==> src/rtl/core/r2fft_pkg.sv <==
package r2fft_pkg;

   localparam int MaxLog2Points = 6;
   localparam int StoreDepth = 1 << MaxLog2Points;
   localparam int AddrWidth = MaxLog2Points;
   localparam int ValWidth = 24;
   localparam logic signed [ValWidth-1:0] ValMax = 24'sh7fffff;
   localparam logic signed [ValWidth-1:0] ValMin = -24'sh800000;

   // register indexes
   localparam logic [1:0] CsrPointsLog2 = 2'd0;
   localparam logic [1:0] CsrNormMode = 2'd1;
   localparam logic [1:0] CsrInverse = 2'd2;

   // normalization codes
   localparam logic [1:0] NormNone = 2'd0;
   localparam logic [1:0] NormOrtho = 2'd1;
   localparam logic [1:0] NormFull = 2'd2;

   typedef struct packed {
      logic signed [15:0] sample_re;
      logic signed [15:0] sample_im;
   } req_payload_type;

   typedef struct packed {
      logic signed [23:0] bin_re;
      logic signed [23:0] bin_im;
      logic last_bin;
   } rsp_payload_type;

   typedef enum logic [2:0] {
      ST_LOAD,
      ST_PREP,
      ST_BFLY_RD,
      ST_BFLY_MUL,
      ST_BFLY_WR,
      ST_OUT_RD,
      ST_OUT_MUL,
      ST_OUT_SHOW
   } state_type;

   // request to the shared complex multiply unit
   typedef struct packed {
      logic signed [23:0] x_re;
      logic signed [23:0] x_im;
      logic signed [16:0] w_re;
      logic signed [16:0] w_im;
   } cmul_req_type;

   function automatic logic signed [23:0] sat24(input logic signed [49:0] v);
      logic signed [23:0] r;
      if (v > 50'sd8388607) r = ValMax;
      else if (v < -50'sd8388608) r = ValMin;
      else r = v[23:0];
      return r;
   endfunction

   // floor((p + 2^14) / 2^15)
   function automatic logic signed [49:0] rnd15(input logic signed [49:0] p);
      logic signed [49:0] q;
      q = p + 50'sd16384;
      return q >>> 15;
   endfunction

   function automatic logic [15:0] quarter_sine(input logic [4:0] m);
      logic [15:0] r;
      case (m)
         5'd0: r = 16'd0;
         5'd1: r = 16'd3212;
         5'd2: r = 16'd6393;
         5'd3: r = 16'd9512;
         5'd4: r = 16'd12540;
         5'd5: r = 16'd15447;
         5'd6: r = 16'd18205;
         5'd7: r = 16'd20788;
         5'd8: r = 16'd23170;
         5'd9: r = 16'd25330;
         5'd10: r = 16'd27246;
         5'd11: r = 16'd28899;
         5'd12: r = 16'd30274;
         5'd13: r = 16'd31357;
         5'd14: r = 16'd32138;
         5'd15: r = 16'd32610;
         5'd16: r = 16'd32767;
         default: r = 16'd0;
      endcase
      return r;
   endfunction

   function automatic logic [16:0] ortho_scale(input logic [2:0] l);
      logic [16:0] r;
      case (l)
         3'd0: r = 17'd32768;
         3'd1: r = 17'd23170;
         3'd2: r = 17'd16384;
         3'd3: r = 17'd11585;
         3'd4: r = 17'd8192;
         3'd5: r = 17'd5793;
         default: r = 17'd4096;
      endcase
      return r;
   endfunction

   function automatic logic [AddrWidth-1:0] bitrev(input logic [AddrWidth-1:0] i,
                                                   input logic [2:0] len);
      logic [AddrWidth-1:0] r;
      r = '0;
      for (int k = 0; k < AddrWidth; k++) begin
         if (k < len) r[len - 1 - k] = i[k];
      end
      return r;
   endfunction

endpackage

==> src/rtl/core/r2fft_cmul.sv <==
module r2fft_cmul
   import r2fft_pkg::*;
(
   input  logic clock,
   input  cmul_req_type cmul_req,
   output logic signed [23:0] prod_re,
   output logic signed [23:0] prod_im
);

   logic signed [49:0] pr_ff, pi_ff;
   logic signed [49:0] pr_in, pi_in;
   logic signed [40:0] wr_xr, wi_xi, wr_xi, wi_xr;

   // products registered before rounding
   always_comb begin
      wr_xr = cmul_req.w_re * cmul_req.x_re;
      wi_xi = cmul_req.w_im * cmul_req.x_im;
      wr_xi = cmul_req.w_re * cmul_req.x_im;
      wi_xr = cmul_req.w_im * cmul_req.x_re;
      pr_in = 50'(wr_xr) - 50'(wi_xi);
      pi_in = 50'(wr_xi) + 50'(wi_xr);
   end

   always_ff @(posedge clock) begin
      pr_ff <= pr_in;
      pi_ff <= pi_in;
   end

   assign prod_re = sat24(rnd15(pr_ff));
   assign prod_im = sat24(rnd15(pi_ff));

endmodule

==> config.mk <==
export PLATFORM = sky130hd
export DESIGN_NAME = r2fft_cmul
export DESIGN_NICKNAME = d
export VERILOG_FILES = /design/src/rtl/core/r2fft_pkg.sv /design/src/rtl/core/r2fft_cmul.sv
export SDC_FILE = /design/constraint.sdc
export NUM_CORES = 2
export LEC_CHECK = 0
export CAP_MARGIN = 10
export CORE_ASPECT_RATIO = 1.4
export CORE_MARGIN = 2
export CORE_UTILIZATION = 50
export CTS_CLUSTER_DIAMETER = 30
export CTS_CLUSTER_SIZE = 30
export DETAILED_ROUTE_END_ITERATION = 12
export DONT_BUFFER_PORTS = 1
export HOLD_SLACK_MARGIN = 0.03
export PLACE_DENSITY = 0.65
export SLEW_MARGIN = 5
export SYNTH_ARGS = -nofsm -noshare
export SYNTH_HDL_FRONTEND = slang
export SYNTH_SLANG_ARGS = --single-unit
==> constraint.sdc <==
create_clock -name clock -period 8.4 [get_ports clock]
set_clock_uncertainty 0.2 [all_clocks]
set_input_delay 1.26 -clock clock [delete_from_list [all_inputs] [get_ports clock]]
set_output_delay 1.26 -clock clock [all_outputs]
set_load 0.01 [all_outputs]
==> impl_metrics.env <==
export IMPL_fp_coreArea_sq_um=121000
export IMPL_crit_path_top_delay_cell="fa_1"
export IMPL_antenna_found_initial=2
export IMPL_clockRootBuffer="clkbuf_16"
export IMPL_die_area_sq_um=124000
export IMPL_yosysSeqAreaShare_pct=1.84
export IMPL_drive_above_1_share_pct=1.27
export IMPL_synth_most_common_cell="inv_1"
export IMPL_synth_top_area_share_pct=58.6
export IMPL_fmax_mhz=124
export IMPL_antenna_left=0
export IMPL_ys_async_sr_fraction_pct=0
export IMPL_drv_cap=0
export IMPL_fin_cells=7889
export IMPL_outcome="completed"
export IMPL_start_util_pct=50.3
export IMPL_synth_fp_nets=8737
export IMPL_slowest_delay_ns=0.59
export IMPL_grt_pass1_wl_um=248000
export IMPL_min_period_over_period_pct=96.1
export IMPL_fp_dieH_um=417
export IMPL_worst_setup_hold_path_clk_slew_ns=0.07
export IMPL_ys_ff_latch=56
export IMPL_endpoint_kind="flip-flop"
export IMPL_register_area_sq_um=1120
export IMPL_final_nets=8469
export IMPL_relSlewSlack_pct=49.2
export IMPL_gp_congestion=0.865
export IMPL_critPathKind="in -> reg"
export IMPL_synth_area_sq_um=60800
export IMPL_rows=151
export IMPL_vias_per_cell=5.24
export IMPL_clock_sinks=56
export IMPL_numCtsBuffers=5
export IMPL_syn_to_final_growth_pct=2.19
export IMPL_port_buffers=0
export IMPL_placed_cells=7880
export IMPL_cts_hold_buf=0
export IMPL_hold_ws_ns=1.61
export IMPL_fill_cells=11301
export IMPL_placed_cell_area_sq_um=62000
export IMPL_arrival_ns=8.15
export IMPL_synth_edf_count=0
export IMPL_drt_wirelength_per_cell_um=18.7
export IMPL_gr_total_overflow=0
export IMPL_place_hpwl_um=117000
export IMPL_hold_path_class="in -> reg"
export IMPL_drv_slew=0
export IMPL_yosysWarnings=0
export IMPL_required_ns=8.48
export IMPL_tightest_slew_ns=0.762
export IMPL_h_tree_depth=2
export IMPL_grt_pass1_vias=47663
export IMPL_avgSynthCellArea_sq_um=9.28
export IMPL_drtPass1Iterations=7
export IMPL_start_kind="input pin"
export IMPL_finalInstanceArea_sq_um=62100
export IMPL_drt_iter0_drc=1857
export IMPL_synth_area_leader_cell="fa_1"
export IMPL_postRouteWirelength_um=148000
export IMPL_use_met1_pct=29.0
export IMPL_finalSetupViolations=0
export IMPL_max_clock_path_buffers=2
export IMPL_grt_max_degree=49
export IMPL_synth_area_top_cells="fa_1 (59%), inv_1 (11%), and2_1 (7.1%)"
export IMPL_netlist_top_cells_count="inv_1 (1827), fa_1 (1781), nand2_1 (898), and2_1 (689), ha_1 (324)"
export IMPL_finish_utilization_pct=51.4
export IMPL_hold_violations=0
export IMPL_cts_tree="done"
export IMPL_drc=0
export IMPL_finalCriticalPeriod_ns=8.08
export IMPL_met3_usage_pct=2.22
export IMPL_path_max_fanout=34
export IMPL_yosysUniqueCellTypes=72
export IMPL_rsz0062_at_grt="no"
export IMPL_die_w_um=299
export IMPL_track_usage_pct=25.4
export IMPL_path_common_cell="fa_1"
export IMPL_via_count=41324
export IMPL_grt_busiest_layer="met2"
export IMPL_use_met2_pct=47.8
export IMPL_syn_inst=6549
export IMPL_multiInputGateArea_sq_um=51600
export IMPL_synth_flop_cell="dfxtp_1"
export IMPL_io_pins=131
-- placed cells by master (no fill, tap or decap), types with 4 or more instances in the layout --
cell          n
o21ai_0      58
clkbuf_16     5
o211ai_1      7
dfxtp_1      56
nor2b_1       5
fa_1       1781
xnor2_1      87
nor2_1      108
and3_1       16
a31oi_1       5
a21oi_1      60
ha_1        324
inv_1      1827
a21oi_2       4
o2111ai_1     5
o21a_1       13
or3_1         4
nor3_1       20
buf_4        49
nand4_1      20
o21ai_1      14
a21o_1       21
and2_1      689
nand2_1     898
a211oi_1      6
o21bai_1     10
nand3_1      37
nand2b_1     44
xor2_1       51
-- stage by stage --
stage	setup WS [ns]	TNS [ns]
after floorplan	0.0248	0
after global placement	0.0177	0
after detailed placement	-0.0572	-0.0643
after CTS	0.290	0
after global routing	0.0226	0
final	0.325	0
-- critical path, delay by kind of cell --
family	cells	cell delay, ns
AOI/OAI and AO/OA	5	0.98
and+or+nand+nor	3	0.61
xor gates and xnor gates	1	0.13
adders and majority gates	9	4.16
buffers and inverters	8	0.98
-- cell type report --
class,count,area share [%]
flip-flops and latches,56,1.80
well taps,1606,3.23
repair buffers,50,0.624
inverters,1828,11.0
multi-input cells,4340,83.0
clock buffers,7,0.246
diodes,2,0.00806
-- per-layer routing --
metal	vias up	wire, um	share of wire, %
li1	17765	-	-
met1	22132	51600	35
met2	1073	81600	55
met3	352	6180	4.2
met4	2	8220	5.6
met5	-	13	0.0088
-- cell families after synthesis --
| kind of cell | count (synthesis) | share of synthesized area (%) |
|---|---|---|
| buffers and inverters | 2153 | 13.3 |
| adders and majority gates | 2105 | 65.3 |
| and+or+nand+nor | 1857 | 14.9 |
| AOI/OAI and AO/OA | 238 | 2.56 |
| xor gates and xnor gates | 138 | 1.99 |
| DFF | 56 | 1.84 |
| muxes | 2 | 0.0350 |
-- sequential cells by signal, summed over array words and instances (netlist names) --
register / cells
pi_ff: 28
pr_ff: 28
-- what timing repair did --
| action | CTS | global route |
|---|---|---|
| hold endpoints to repair | 0 | 0 |
| endpoints found under the setup margin | 0 | 1 |
| resized for setup | 0 | 1 |
| buffers inserted | 0 | 0 |
-- path summary, 6_finish.rpt --
kind          from        end  slack (ns)  cells past startpoint
max   cmul_req[33]  pr_ff[32]        0.32                     26
min   cmul_req[16]  pr_ff[41]        1.61                      7
Power is not shown: default switching activity piles up to over one toggle a cycle in this logic, so the estimate is an artifact.
